===== config.mk =====
export PLATFORM = sky130hd
export DESIGN_NAME = node_pool_three_queue_manager_unit
export DESIGN_NICKNAME = d
export VERILOG_FILES = /design/src/rtl/npq_pkg.sv /design/src/rtl/npq_link_ram.sv /design/src/rtl/npq_seq.sv /design/src/rtl/node_pool_three_queue_manager_unit.sv
export SDC_FILE = /design/constraint.sdc
export NUM_CORES = 2
export LEC_CHECK = 0
export BUFFER_PORTS_ARGS = -buffer_cell sky130_fd_sc_hd__clkbuf_2
export CORE_ASPECT_RATIO = 1.4
export CORE_MARGIN = 4
export CORE_UTILIZATION = 55
export CTS_CLUSTER_SIZE = 10
export DETAILED_ROUTE_END_ITERATION = 10
export GPL_TIMING_DRIVEN = 0
export HOLD_SLACK_MARGIN = 0.05
export PLACE_DENSITY = 0.69
export REMOVE_ABC_BUFFERS = 1
export SLEW_MARGIN = 20
export SYNTH_ARGS = -nofsm -noshare
export SYNTH_HDL_FRONTEND = slang
export SYNTH_SLANG_ARGS = --single-unit

===== constraint.sdc =====
create_clock -name clk_i -period 8.7 [get_ports clk_i]
set_input_delay 0.87 -clock clk_i [delete_from_list [all_inputs] [get_ports clk_i]]
set_output_delay 0.87 -clock clk_i [all_outputs]
set_load 0.05 [all_outputs]

===== src/rtl/npq_pkg.sv =====
package npq_pkg;

  localparam int NODE_W = 6;
  localparam int CNT_W  = 7;
  localparam int MODE_W = 4;
  localparam int STAT_W = 2;
  localparam int TAG_W  = 2;

  // most nodes that the clearing pass after reset places on the free list
  localparam int MAX_INIT = 64;
  localparam logic [CNT_W-1:0] NODE_COUNT_RST = 7'd64;

  // request modes
  localparam logic [MODE_W-1:0] MODE_INIT         = 4'd0;
  localparam logic [MODE_W-1:0] MODE_TAKE_FREE    = 4'd1;
  localparam logic [MODE_W-1:0] MODE_PUT_FREE     = 4'd2;
  localparam logic [MODE_W-1:0] MODE_PUT_TRAIN    = 4'd3;
  localparam logic [MODE_W-1:0] MODE_TAKE_TRAIN   = 4'd4;
  localparam logic [MODE_W-1:0] MODE_QUERY_TRAIN  = 4'd5;
  localparam logic [MODE_W-1:0] MODE_PUT_TRACK    = 4'd6;
  localparam logic [MODE_W-1:0] MODE_TAKE_TRACK   = 4'd7;
  localparam logic [MODE_W-1:0] MODE_QUERY_TRACK  = 4'd8;
  localparam logic [MODE_W-1:0] MODE_REMOVE_TRACK = 4'd9;

  // list tags, also the index of each list's head, tail and count
  localparam logic [TAG_W-1:0] TAG_FREE  = 2'd0;
  localparam logic [TAG_W-1:0] TAG_TRAIN = 2'd1;
  localparam logic [TAG_W-1:0] TAG_TRACK = 2'd2;
  localparam logic [TAG_W-1:0] TAG_NONE  = 2'd3;

  // result status
  localparam logic [STAT_W-1:0] ST_OK        = 2'd0;
  localparam logic [STAT_W-1:0] ST_EMPTY     = 2'd1;
  localparam logic [STAT_W-1:0] ST_NOT_FOUND = 2'd2;

  // field write enables of the link memory
  typedef struct packed {
    logic nxt;
    logic prv;
    logic tag;
  } npq_wen_t;

endpackage


===== src/rtl/npq_link_ram.sv =====
module npq_link_ram #(
  parameter int DEPTH = 64,
  parameter int AW    = 6
) (
  input  logic                     clk_i,
  input  logic                     rd_en_i,
  input  logic [AW-1:0]            rd_addr_i,
  input  logic [AW-1:0]            wr_addr_i,
  input  npq_pkg::npq_wen_t        wen_i,
  input  logic [AW-1:0]            wr_next_i,
  input  logic [AW-1:0]            wr_prev_i,
  input  logic [npq_pkg::TAG_W-1:0] wr_tag_i,
  output logic [AW-1:0]            rd_next_o,
  output logic [AW-1:0]            rd_prev_o,
  output logic [npq_pkg::TAG_W-1:0] rd_tag_o
);
  import npq_pkg::*;

  localparam int WW = 2 * AW + TAG_W;

  // word layout: tag, prev, next
  logic [WW-1:0] mem [DEPTH];
  logic [WW-1:0] rd_q;

  always_ff @(posedge clk_i) begin
    if (wen_i.nxt) begin
      mem[wr_addr_i][AW-1:0] <= wr_next_i;
    end
    if (wen_i.prv) begin
      mem[wr_addr_i][2*AW-1:AW] <= wr_prev_i;
    end
    if (wen_i.tag) begin
      mem[wr_addr_i][WW-1:2*AW] <= wr_tag_i;
    end
  end

  always_ff @(posedge clk_i) begin
    if (rd_en_i) begin
      rd_q <= mem[rd_addr_i];
    end
  end

  assign rd_next_o = rd_q[AW-1:0];
  assign rd_prev_o = rd_q[2*AW-1:AW];
  assign rd_tag_o  = rd_q[WW-1:2*AW];

endmodule


===== src/rtl/npq_seq.sv =====
module npq_seq #(
  parameter int POOL_NODES = 64,
  parameter int IW         = 6
) (
  input  logic                       clk_i,
  input  logic                       rst_ni,
  input  logic                       start,
  output logic                       busy,
  input  logic [npq_pkg::MODE_W-1:0] mode_i,
  input  logic [npq_pkg::NODE_W-1:0] node_i,
  input  logic [npq_pkg::CNT_W-1:0]  node_count_i,
  output logic                       done_o,
  output logic [npq_pkg::NODE_W-1:0] node_out_o,
  output logic [npq_pkg::STAT_W-1:0] status_o,
  output logic [npq_pkg::CNT_W-1:0]  free_count_o,
  output logic [npq_pkg::CNT_W-1:0]  train_count_o,
  output logic [npq_pkg::CNT_W-1:0]  track_count_o,
  output logic                       rd_en_o,
  output logic [IW-1:0]              rd_addr_o,
  input  logic [IW-1:0]              rd_next_i,
  input  logic [IW-1:0]              rd_prev_i,
  input  logic [npq_pkg::TAG_W-1:0]  rd_tag_i,
  output logic [IW-1:0]              wr_addr_o,
  output npq_pkg::npq_wen_t          wen_o,
  output logic [IW-1:0]              wr_next_o,
  output logic [IW-1:0]              wr_prev_o,
  output logic [npq_pkg::TAG_W-1:0]  wr_tag_o
);
  import npq_pkg::*;

  localparam int XW = (IW + 1 > CNT_W) ? IW + 1 : CNT_W;
  localparam int VW = (IW + 1 > NODE_W) ? IW + 1 : NODE_W;
  localparam logic [IW:0]       POOL_X = (IW + 1)'(POOL_NODES);
  localparam logic [IW-1:0]     LAST   = IW'(POOL_NODES - 1);
  localparam int                RST_NI = (POOL_NODES < MAX_INIT) ? POOL_NODES : MAX_INIT;
  localparam logic [CNT_W-1:0]  RST_N  = CNT_W'(RST_NI);

  typedef enum logic [2:0] {
    S_SWEEP,
    S_IDLE,
    S_EVAL,
    S_WR_PREV,
    S_WR_CLR,
    S_WR_ND
  } state_e;

  state_e              state_q;
  logic [IW-1:0]       sweep_q;
  logic [CNT_W-1:0]    n_q;
  logic                init_op_q;
  logic [MODE_W-1:0]   op_q;
  logic [IW-1:0]       nd_q;
  logic [TAG_W-1:0]    lst_q;
  logic [IW-1:0]       p_q;
  logic [IW-1:0]       q_q;
  logic                pw_q;
  logic                done_q;
  logic [NODE_W-1:0]   node_out_q;
  logic [STAT_W-1:0]   status_q;
  logic [IW-1:0]       heads_q [3];
  logic [IW-1:0]       tails_q [3];
  logic [CNT_W-1:0]    counts_q [3];

  logic                accept;
  logic [TAG_W-1:0]    req_lst;
  logic                req_take;
  logic                node_ok;
  logic [CNT_W-1:0]    n_eff;
  logic [IW-1:0]       head_sel;
  logic                take_empty;
  logic                op_take;
  logic                do_unlink;
  logic                h_hit;
  logic                t_hit;
  logic [CNT_W-1:0]    cnt_cur;
  logic [CNT_W-1:0]    cnt_dec;
  logic [XW-1:0]       ix;
  logic [XW-1:0]       nx;

  assign accept  = start && (state_q == S_IDLE);
  assign busy    = (state_q != S_IDLE);
  assign node_ok = VW'(node_i) < VW'(POOL_NODES);
  assign n_eff   = (32'(node_count_i) > POOL_NODES) ? CNT_W'(POOL_NODES) : node_count_i;

  // list and kind of the incoming request
  always_comb begin
    req_lst  = TAG_FREE;
    req_take = 1'b0;
    unique case (mode_i) inside
      MODE_TAKE_FREE:                                 req_take = 1'b1;
      MODE_PUT_FREE:                                  req_lst = TAG_FREE;
      MODE_TAKE_TRAIN:                                begin
        req_lst  = TAG_TRAIN;
        req_take = 1'b1;
      end
      MODE_PUT_TRAIN, MODE_QUERY_TRAIN:               req_lst = TAG_TRAIN;
      MODE_TAKE_TRACK:                                begin
        req_lst  = TAG_TRACK;
        req_take = 1'b1;
      end
      MODE_PUT_TRACK, MODE_QUERY_TRACK, MODE_REMOVE_TRACK: req_lst = TAG_TRACK;
      default:                                        req_lst = TAG_FREE;
    endcase
  end

  assign head_sel   = heads_q[req_lst];
  assign take_empty = (counts_q[req_lst] == '0) || !({1'b0, head_sel} < POOL_X);
  assign rd_en_o    = accept;
  assign rd_addr_o  = req_take ? head_sel : IW'(node_i);

  // evaluation of the entry read for the held request
  assign op_take   = (op_q == MODE_TAKE_FREE) || (op_q == MODE_TAKE_TRAIN) ||
                     (op_q == MODE_TAKE_TRACK);
  assign do_unlink = op_take || ((op_q == MODE_REMOVE_TRACK) && (rd_tag_i == TAG_TRACK));
  assign h_hit     = (heads_q[lst_q] == nd_q);
  assign t_hit     = (tails_q[lst_q] == nd_q);
  assign cnt_cur   = counts_q[lst_q];
  assign cnt_dec   = (cnt_cur != '0) ? cnt_cur - 1'b1 : cnt_cur;

  assign ix = XW'(sweep_q);
  assign nx = XW'(n_q);

  // link memory write port
  always_comb begin
    wr_addr_o = '0;
    wr_next_o = '0;
    wr_prev_o = '0;
    wr_tag_o  = TAG_NONE;
    wen_o     = '0;
    unique case (state_q)
      S_SWEEP: begin
        wr_addr_o = sweep_q;
        wr_next_o = (ix + XW'(1) < nx) ? IW'(ix + XW'(1)) : '0;
        wr_prev_o = ((ix != '0) && (ix < nx)) ? IW'(ix - XW'(1)) : '0;
        wr_tag_o  = (ix < nx) ? TAG_FREE : TAG_NONE;
        wen_o     = '{nxt: 1'b1, prv: 1'b1, tag: 1'b1};
      end
      S_EVAL: begin
        if (do_unlink) begin
          // predecessor skips the node
          wr_addr_o   = rd_prev_i;
          wr_next_o   = rd_next_i;
          wen_o.nxt   = !h_hit && ({1'b0, rd_prev_i} < POOL_X);
        end else if (op_q == MODE_PUT_FREE || op_q == MODE_PUT_TRAIN ||
                     op_q == MODE_PUT_TRACK) begin
          // old tail points to the new node
          wr_addr_o   = tails_q[lst_q];
          wr_next_o   = nd_q;
          wen_o.nxt   = (rd_tag_i == TAG_NONE) && (cnt_cur != '0) &&
                        ({1'b0, tails_q[lst_q]} < POOL_X);
        end
      end
      S_WR_PREV: begin
        wr_addr_o = q_q;
        wr_prev_o = p_q;
        wen_o.prv = pw_q;
      end
      S_WR_CLR: begin
        wr_addr_o = nd_q;
        wr_tag_o  = TAG_NONE;
        wen_o     = '{nxt: 1'b1, prv: 1'b1, tag: 1'b1};
      end
      S_WR_ND: begin
        wr_addr_o = nd_q;
        wr_prev_o = p_q;
        wr_tag_o  = lst_q;
        wen_o     = '{nxt: 1'b1, prv: 1'b1, tag: 1'b1};
      end
      default: wen_o = '0;
    endcase
  end

  always_ff @(posedge clk_i or negedge rst_ni) begin
    if (!rst_ni) begin
      state_q     <= S_SWEEP;
      sweep_q     <= '0;
      n_q         <= RST_N;
      init_op_q   <= 1'b0;
      op_q        <= MODE_INIT;
      nd_q        <= '0;
      lst_q       <= TAG_FREE;
      p_q         <= '0;
      q_q         <= '0;
      pw_q        <= 1'b0;
      done_q      <= 1'b0;
      node_out_q  <= '0;
      status_q    <= ST_OK;
      heads_q[0]  <= '0;
      heads_q[1]  <= '0;
      heads_q[2]  <= '0;
      tails_q[0]  <= (RST_N != '0) ? IW'(RST_N - 1'b1) : '0;
      tails_q[1]  <= '0;
      tails_q[2]  <= '0;
      counts_q[0] <= RST_N;
      counts_q[1] <= '0;
      counts_q[2] <= '0;
    end else begin
      unique case (state_q)
        S_SWEEP: begin
          sweep_q <= sweep_q + 1'b1;
          done_q  <= (sweep_q == LAST) && init_op_q;
          if (sweep_q == LAST) begin
            state_q    <= S_IDLE;
            init_op_q  <= 1'b0;
            status_q   <= ST_OK;
            node_out_q <= '0;
          end
        end
        S_IDLE: begin
          if (accept) begin
            op_q       <= mode_i;
            lst_q      <= req_lst;
            nd_q       <= req_take ? head_sel : IW'(node_i);
            node_out_q <= '0;
            unique case (mode_i) inside
              MODE_INIT: begin
                done_q      <= 1'b0;
                status_q    <= ST_OK;
                n_q         <= n_eff;
                sweep_q     <= '0;
                init_op_q   <= 1'b1;
                state_q     <= S_SWEEP;
                heads_q[0]  <= '0;
                heads_q[1]  <= '0;
                heads_q[2]  <= '0;
                tails_q[0]  <= (n_eff != '0) ? IW'(n_eff - 1'b1) : '0;
                tails_q[1]  <= '0;
                tails_q[2]  <= '0;
                counts_q[0] <= n_eff;
                counts_q[1] <= '0;
                counts_q[2] <= '0;
              end
              MODE_TAKE_FREE, MODE_TAKE_TRAIN, MODE_TAKE_TRACK: begin
                done_q   <= take_empty;
                status_q <= take_empty ? ST_EMPTY : ST_OK;
                if (!take_empty) begin
                  state_q <= S_EVAL;
                end
              end
              MODE_PUT_FREE, MODE_PUT_TRAIN, MODE_PUT_TRACK, MODE_QUERY_TRAIN,
              MODE_QUERY_TRACK, MODE_REMOVE_TRACK: begin
                done_q   <= !node_ok;
                status_q <= node_ok ? ST_OK : ST_NOT_FOUND;
                if (node_ok) begin
                  state_q <= S_EVAL;
                end
              end
              default: begin
                done_q   <= 1'b1;
                status_q <= ST_OK;
              end
            endcase
          end else begin
            done_q <= 1'b0;
          end
        end
        S_EVAL: begin
          if (do_unlink) begin
            done_q <= 1'b0;
            p_q    <= rd_prev_i;
            q_q    <= rd_next_i;
            pw_q   <= !t_hit && ({1'b0, rd_next_i} < POOL_X);
            counts_q[lst_q] <= cnt_dec;
            // a list that runs empty drops its head and tail
            if (cnt_dec == '0) begin
              heads_q[lst_q] <= '0;
              tails_q[lst_q] <= '0;
            end else begin
              if (h_hit) begin
                heads_q[lst_q] <= rd_next_i;
              end
              if (t_hit) begin
                tails_q[lst_q] <= rd_prev_i;
              end
            end
            state_q <= S_WR_PREV;
          end else if (op_q == MODE_QUERY_TRAIN || op_q == MODE_QUERY_TRACK) begin
            if (rd_tag_i == lst_q) begin
              node_out_q <= NODE_W'(nd_q);
            end else begin
              status_q <= ST_NOT_FOUND;
            end
            done_q  <= 1'b1;
            state_q <= S_IDLE;
          end else if (op_q == MODE_REMOVE_TRACK || rd_tag_i != TAG_NONE) begin
            // remove of a node off the track list, or put of a node in use
            status_q <= ST_NOT_FOUND;
            done_q   <= 1'b1;
            state_q  <= S_IDLE;
          end else begin
            done_q <= 1'b0;
            if (cnt_cur == '0) begin
              heads_q[lst_q] <= nd_q;
              p_q            <= '0;
            end else begin
              p_q <= tails_q[lst_q];
            end
            tails_q[lst_q]  <= nd_q;
            counts_q[lst_q] <= cnt_cur + 1'b1;
            state_q         <= S_WR_ND;
          end
        end
        S_WR_PREV: begin
          done_q  <= 1'b0;
          state_q <= S_WR_CLR;
        end
        S_WR_CLR: begin
          if (op_take) begin
            node_out_q <= NODE_W'(nd_q);
          end
          done_q  <= 1'b1;
          state_q <= S_IDLE;
        end
        S_WR_ND: begin
          done_q  <= 1'b1;
          state_q <= S_IDLE;
        end
        default: begin
          done_q  <= 1'b0;
          state_q <= S_IDLE;
        end
      endcase
    end
  end

  assign done_o        = done_q;
  assign node_out_o    = node_out_q;
  assign status_o      = status_q;
  assign free_count_o  = counts_q[0];
  assign train_count_o = counts_q[1];
  assign track_count_o = counts_q[2];

endmodule


===== src/rtl/node_pool_three_queue_manager_unit.sv =====
// channel    | handshake                  | payload
// -----------+----------------------------+--------------------------------------------
// request    | start / busy               | mode_i, node_i
// result     | done_o (one-cycle strobe)  | node_out_o, status_o, free/train/track_count_o
// config     | cfg_valid_i / cfg_ready_o  | cfg_data_i (node_count)
//
// a request is taken at a clock edge with start high and busy low; its result strobes
// straight from idle for a take on an empty list, an out-of-pool node or an unused mode,
// after S_EVAL for a query, a put of a node in use or a remove miss, after S_EVAL and
// S_WR_ND for a put, after S_EVAL, S_WR_PREV and S_WR_CLR for a take or a remove, and after
// the init sweep for init; the steps are set by the single write port of the link memory:
// one link entry per cycle. after reset a clearing pass rebuilds the free list, busy high.
// the result side cannot stall; config writes are always taken (cfg_ready_o tied high).
module node_pool_three_queue_manager_unit #(
  parameter int POOL_NODES = 64
) (
  input  logic                       clk_i,
  input  logic                       rst_ni,
  input  logic                       start,
  output logic                       busy,
  input  logic [npq_pkg::MODE_W-1:0] mode_i,
  input  logic [npq_pkg::NODE_W-1:0] node_i,
  output logic                       done_o,
  output logic [npq_pkg::NODE_W-1:0] node_out_o,
  output logic [npq_pkg::STAT_W-1:0] status_o,
  output logic [npq_pkg::CNT_W-1:0]  free_count_o,
  output logic [npq_pkg::CNT_W-1:0]  train_count_o,
  output logic [npq_pkg::CNT_W-1:0]  track_count_o,
  input  logic                       cfg_valid_i,
  output logic                       cfg_ready_o,
  input  logic [npq_pkg::CNT_W-1:0]  cfg_data_i
);
  import npq_pkg::*;

  // address width of the link memory
  localparam int IW = (POOL_NODES > 1) ? $clog2(POOL_NODES) : 1;

  logic [CNT_W-1:0] node_count_q;

  logic             rd_en;
  logic [IW-1:0]    rd_addr;
  logic [IW-1:0]    rd_next;
  logic [IW-1:0]    rd_prev;
  logic [TAG_W-1:0] rd_tag;
  logic [IW-1:0]    wr_addr;
  npq_wen_t         wen;
  logic [IW-1:0]    wr_next;
  logic [IW-1:0]    wr_prev;
  logic [TAG_W-1:0] wr_tag;

  // node_count register: init latches it, so a write during an init sweep is harmless
  assign cfg_ready_o = 1'b1;

  always_ff @(posedge clk_i or negedge rst_ni) begin
    if (!rst_ni) begin
      node_count_q <= NODE_COUNT_RST;
    end else if (cfg_valid_i && cfg_ready_o) begin
      node_count_q <= cfg_data_i;
    end
  end

  // next, prev and tag of every node in one memory, with a write enable per field;
  // the sequencer writes neighbors one per cycle and issues the next read only once
  // all writes of the previous request are done, so no forwarding is needed
  npq_link_ram #(
    .DEPTH (POOL_NODES),
    .AW    (IW)
  ) u_ram (
    .clk_i     (clk_i),
    .rd_en_i   (rd_en),
    .rd_addr_i (rd_addr),
    .wr_addr_i (wr_addr),
    .wen_i     (wen),
    .wr_next_i (wr_next),
    .wr_prev_i (wr_prev),
    .wr_tag_i  (wr_tag),
    .rd_next_o (rd_next),
    .rd_prev_o (rd_prev),
    .rd_tag_o  (rd_tag)
  );

  // request sequencer with list heads, tails and counts
  npq_seq #(
    .POOL_NODES (POOL_NODES),
    .IW         (IW)
  ) u_seq (
    .clk_i         (clk_i),
    .rst_ni        (rst_ni),
    .start         (start),
    .busy          (busy),
    .mode_i        (mode_i),
    .node_i        (node_i),
    .node_count_i  (node_count_q),
    .done_o        (done_o),
    .node_out_o    (node_out_o),
    .status_o      (status_o),
    .free_count_o  (free_count_o),
    .train_count_o (train_count_o),
    .track_count_o (track_count_o),
    .rd_en_o       (rd_en),
    .rd_addr_o     (rd_addr),
    .rd_next_i     (rd_next),
    .rd_prev_i     (rd_prev),
    .rd_tag_i      (rd_tag),
    .wr_addr_o     (wr_addr),
    .wen_o         (wen),
    .wr_next_o     (wr_next),
    .wr_prev_o     (wr_prev),
    .wr_tag_o      (wr_tag)
  );

endmodule


==> summary.md <==
| Metric | Value |
|---|---|
| DRC | `0` |
| First-pass GRT wire length | `around 180,000 µm` |
| Clk pin slew, worst setup/hold paths | `around 60 ps` |
| CTS tree | `built` |
| Via density | `between 6 and 7` |
| RSZ-0062 raised after global routing | `no` |
| Post-synth top cells | `edfxtp_1, nand2_1, nand3_1, nor2_1, clkbuf_1` |
| Port bufs | `51` |
| CTS hold repair buffers | `0` |
| Core Box Area | `0.08064 mm²` |
| Final GP Congestion | `roughly 0.89` |
| Most used DFF post-synth | `edfxtp_1` |
| Top-count cell post-synth | `edfxtp_1` |
| Met2 GRT Util | `a little under half` |
| Register area share after synthesis | `~67%` |
| Synthesis-stage register bit count | `between 1,000 and 1,500` |
| Hold WC Path Type | `in -> async` |
| Die X | `between 200 and 250 µm` |
| CTS Buf Count | `roughly 110` |
| Grt ovf | `0` |
| Avg Inst Size Synth | `around 12 µm²` |
| Critical R2R Launch | `u_seq.lst_q[0]` |
| Die area | `roughly 0.086 mm²` |
| Final Hold Violating Endpoints | `0` |
| Number of synthesized flops with an enable pin | `~900` |
| Num ports | `53` |
| Initial antenna violation count | `2` |
| H-tree levels | `3` |
| Placed insts | `~4,700` |
| Antenna-violating nets left | `0` |
| Final Setup Violations | `0` |
| # fillers | `approximately 6,100` |
| Layout Utilization | `62.19%` |
| Cell family with most CP delay | `simple AND/OR/NAND/NOR gates` |
| Gr usage total | `27.27%` |
| CP peak stage delay | `around 1100 ps` |
| Fraction of registers with async set/reset | `about 11%` |
| Area Growth Syn to Fin | `11.66%` |
| WP data arrival | `5700 ps` |
| Chip height | `~350 µm` |
| Slew HR | `between 20 and 30%` |
| Cell Area, Synth | `roughly 0.045 mm²` |
| Worst slew pin tran | `1069 ps` |
| Fmax | `between 0.15 and 0.2 GHz` |
| Worst hold slack | `a little under 80 ps` |
| Global-route met1 utilization | `about a third` |
| Initial Util | `a little under three fifths` |
| Clk_lat worst skew | `a little under 700 ps` |
| DR vias | `~31,000` |
| Wirelength per Cell | `24.76 µm` |
| Root buf cell | `clkbuf_16` |
| Nets | `~3,800` |
| Max Slew Vio Count | `0` |
| Status | `completed` |
| Clock Sinks | `around 1,000` |
| Slowest-stage cell, CP | `nor3b_1` |
| Yosys warning count | `0` |
| Antenna cell count | `0` |
| Peak supply drop | `approximately 0.32 mV` |
| CP Capture Type | `register` |
| Share of layout cells above drive strength 1 | `roughly a tenth` |
| Cells along the critical path | `nor2b_4 -> nand2_1 -> o21ai_0 -> a22oi_1 -> o221ai_1 -> nor2b_1 -> nand2_1 -> nor3b_1` |
| Setup Fix Bufs, Post-CTS | `0` |
| # resized after CTS | `0` |
| Global route hottest layer | `met2` |
| Post-Synthesis Cells | `~3,800` |
| Synth top area cells | `edfxtp_1, nand2_1, dfrtp_1` |
| Max Cap Viol | `0` |
| Clock Path Buffers | `3` |
| Worst Path Max Fanout | `36` |
| DP HPWL | `just under 80,000 µm` |
| Setup CP Type | `reg -> reg` |
| Final instance area | `0.05015 mm²` |
| Post-place setup slack | `between 2000 and 3000 ps` |
| Area leader, netlist | `edfxtp_1` |
| Routed wire length | `120,400 µm` |
| Worst setup margin | `between 3000 and 4000 ps` |
| Initial DRC Count | `approximately 3,300` |
| Worst Setup SP | `u_seq.lst_q[0]` |
| Largest net degree at the start of global routing | `86` |
| Req. time, crit path | `~9000 ps` |
| Final period utilization | `between 60 and 70%` |
| Startpoint Class | `register` |
| CP bufs+invs | `0` |
| Number of global-route vias before repair | `30,192` |
| Final Critical Period | `5400 ps` |
| Final Non-Filler Cells | `between 4,000 and 5,000` |
| Num rows | `123` |
| Clock skew | `approximately 25 ps` |
| Yosys top cell area share | `slightly above 60%` |
| Critical path's most frequent cell | `nand2_1` |
| Final Total Pwr | `around 17 mW` |
| Leakage | `between 15 and 20 nW` |
| Met3 usage | `between 4 and 5%` |
| Post-synthesis cell type count | `90` |
| Power Dens Cells | `between 300 and 400 mW/mm²` |
| DP Area | `about 0.047 mm²` |
| Drt pass-1 iters | `6` |
| Setup TNS | `0 ps` |
==> kinds of logic after synthesis <==
kind of cell / count (synthesis) / synth area share [%]
DFF: 1025 / 67.27
other: 1 / 0.008349
and+or+nand+nor: 1711 / 17.17
muxes: 128 / 2.942
AOI/OAI and AO/OA: 543 / 8.575
xor gates and xnor gates: 36 / 0.7020
buffers and inverters: 307 / 2.797
adders and majority gates: 19 / 0.5293
==> report_power, final <==
part           internal (mW)  switching (mW)
Clock                   2.38            1.76
Combinational           1.49            3.80
Sequential              6.81           0.383
Total                   10.7            5.94
==> routing by layer <==
layer / wire length (µm) / vias to the layer above
li1: - / 13847
met1: 44910 / 15245
met2: 61520 / 1351
met3: 8130 / 343
met4: 5840 / 0
met5: 0 / -
==> flip-flops by register name, summed over array words and instances, names as in the netlist, 4 cells and up <==
signal,count
u_seq.sweep_q,6
u_seq.nd_q,6
u_ram.rd_q,14
node_count_q,7
u_seq.free_count_o,7
u_seq.tails_q,18
u_seq.track_count_o,7
u_seq.op_q,4
u_seq.node_out_o,6
u_ram.mem,896
u_seq.p_q,6
u_seq.q_q,6
u_seq.train_count_o,7
u_seq.heads_q,18
u_seq.n_q,7
==> layout by cell type, fill, tap and decap left out, types with 28 or more instances in the layout <==
cell and n:
a21oi_1 120, a31oi_1 39, clkbuf_16 116, nand3_1 401
clkbuf_2 51, a211oi_1 109, dfrtp_1 104, nor2_1 254
buf_4 42, nor3_1 35, o21ai_0 75, and3_1 83
nand2_1 745, edfxtp_1 910, o2111ai_1 28, mux2i_1 96
inv_1 29, clkbuf_1 34
==> path summary, 6_finish.rpt <==
path                                           to  cells after the start  slack (ps)
worst max register to register  u_ram.mem[45][11]                      8        3300
worst min register to register       u_seq.q_q[3]                      2         490
worst max-delay path            u_ram.mem[45][11]                      8        3300
min in group clk_i                node_count_q[6]                      3         390
worst min-delay path                 u_seq.n_q[2]                      1          80
max in group asynchronous          u_seq.lst_q[0]                      2        7880
==> area by class of cell <==
cell class,instances,area [µm²],area share [%]
flip-flops and latches,1025,30220,60.25
well taps,1062,1329,2.650
clock buffers,150,3030,6.043
inverters,32,120.1,0.2395
repair buffers,153,1748,3.485
multi-input cells,2438,13680,27.27
clock inverters,3,28.78,0.05738
Note: power is estimated with default switching activity, not from simulation.
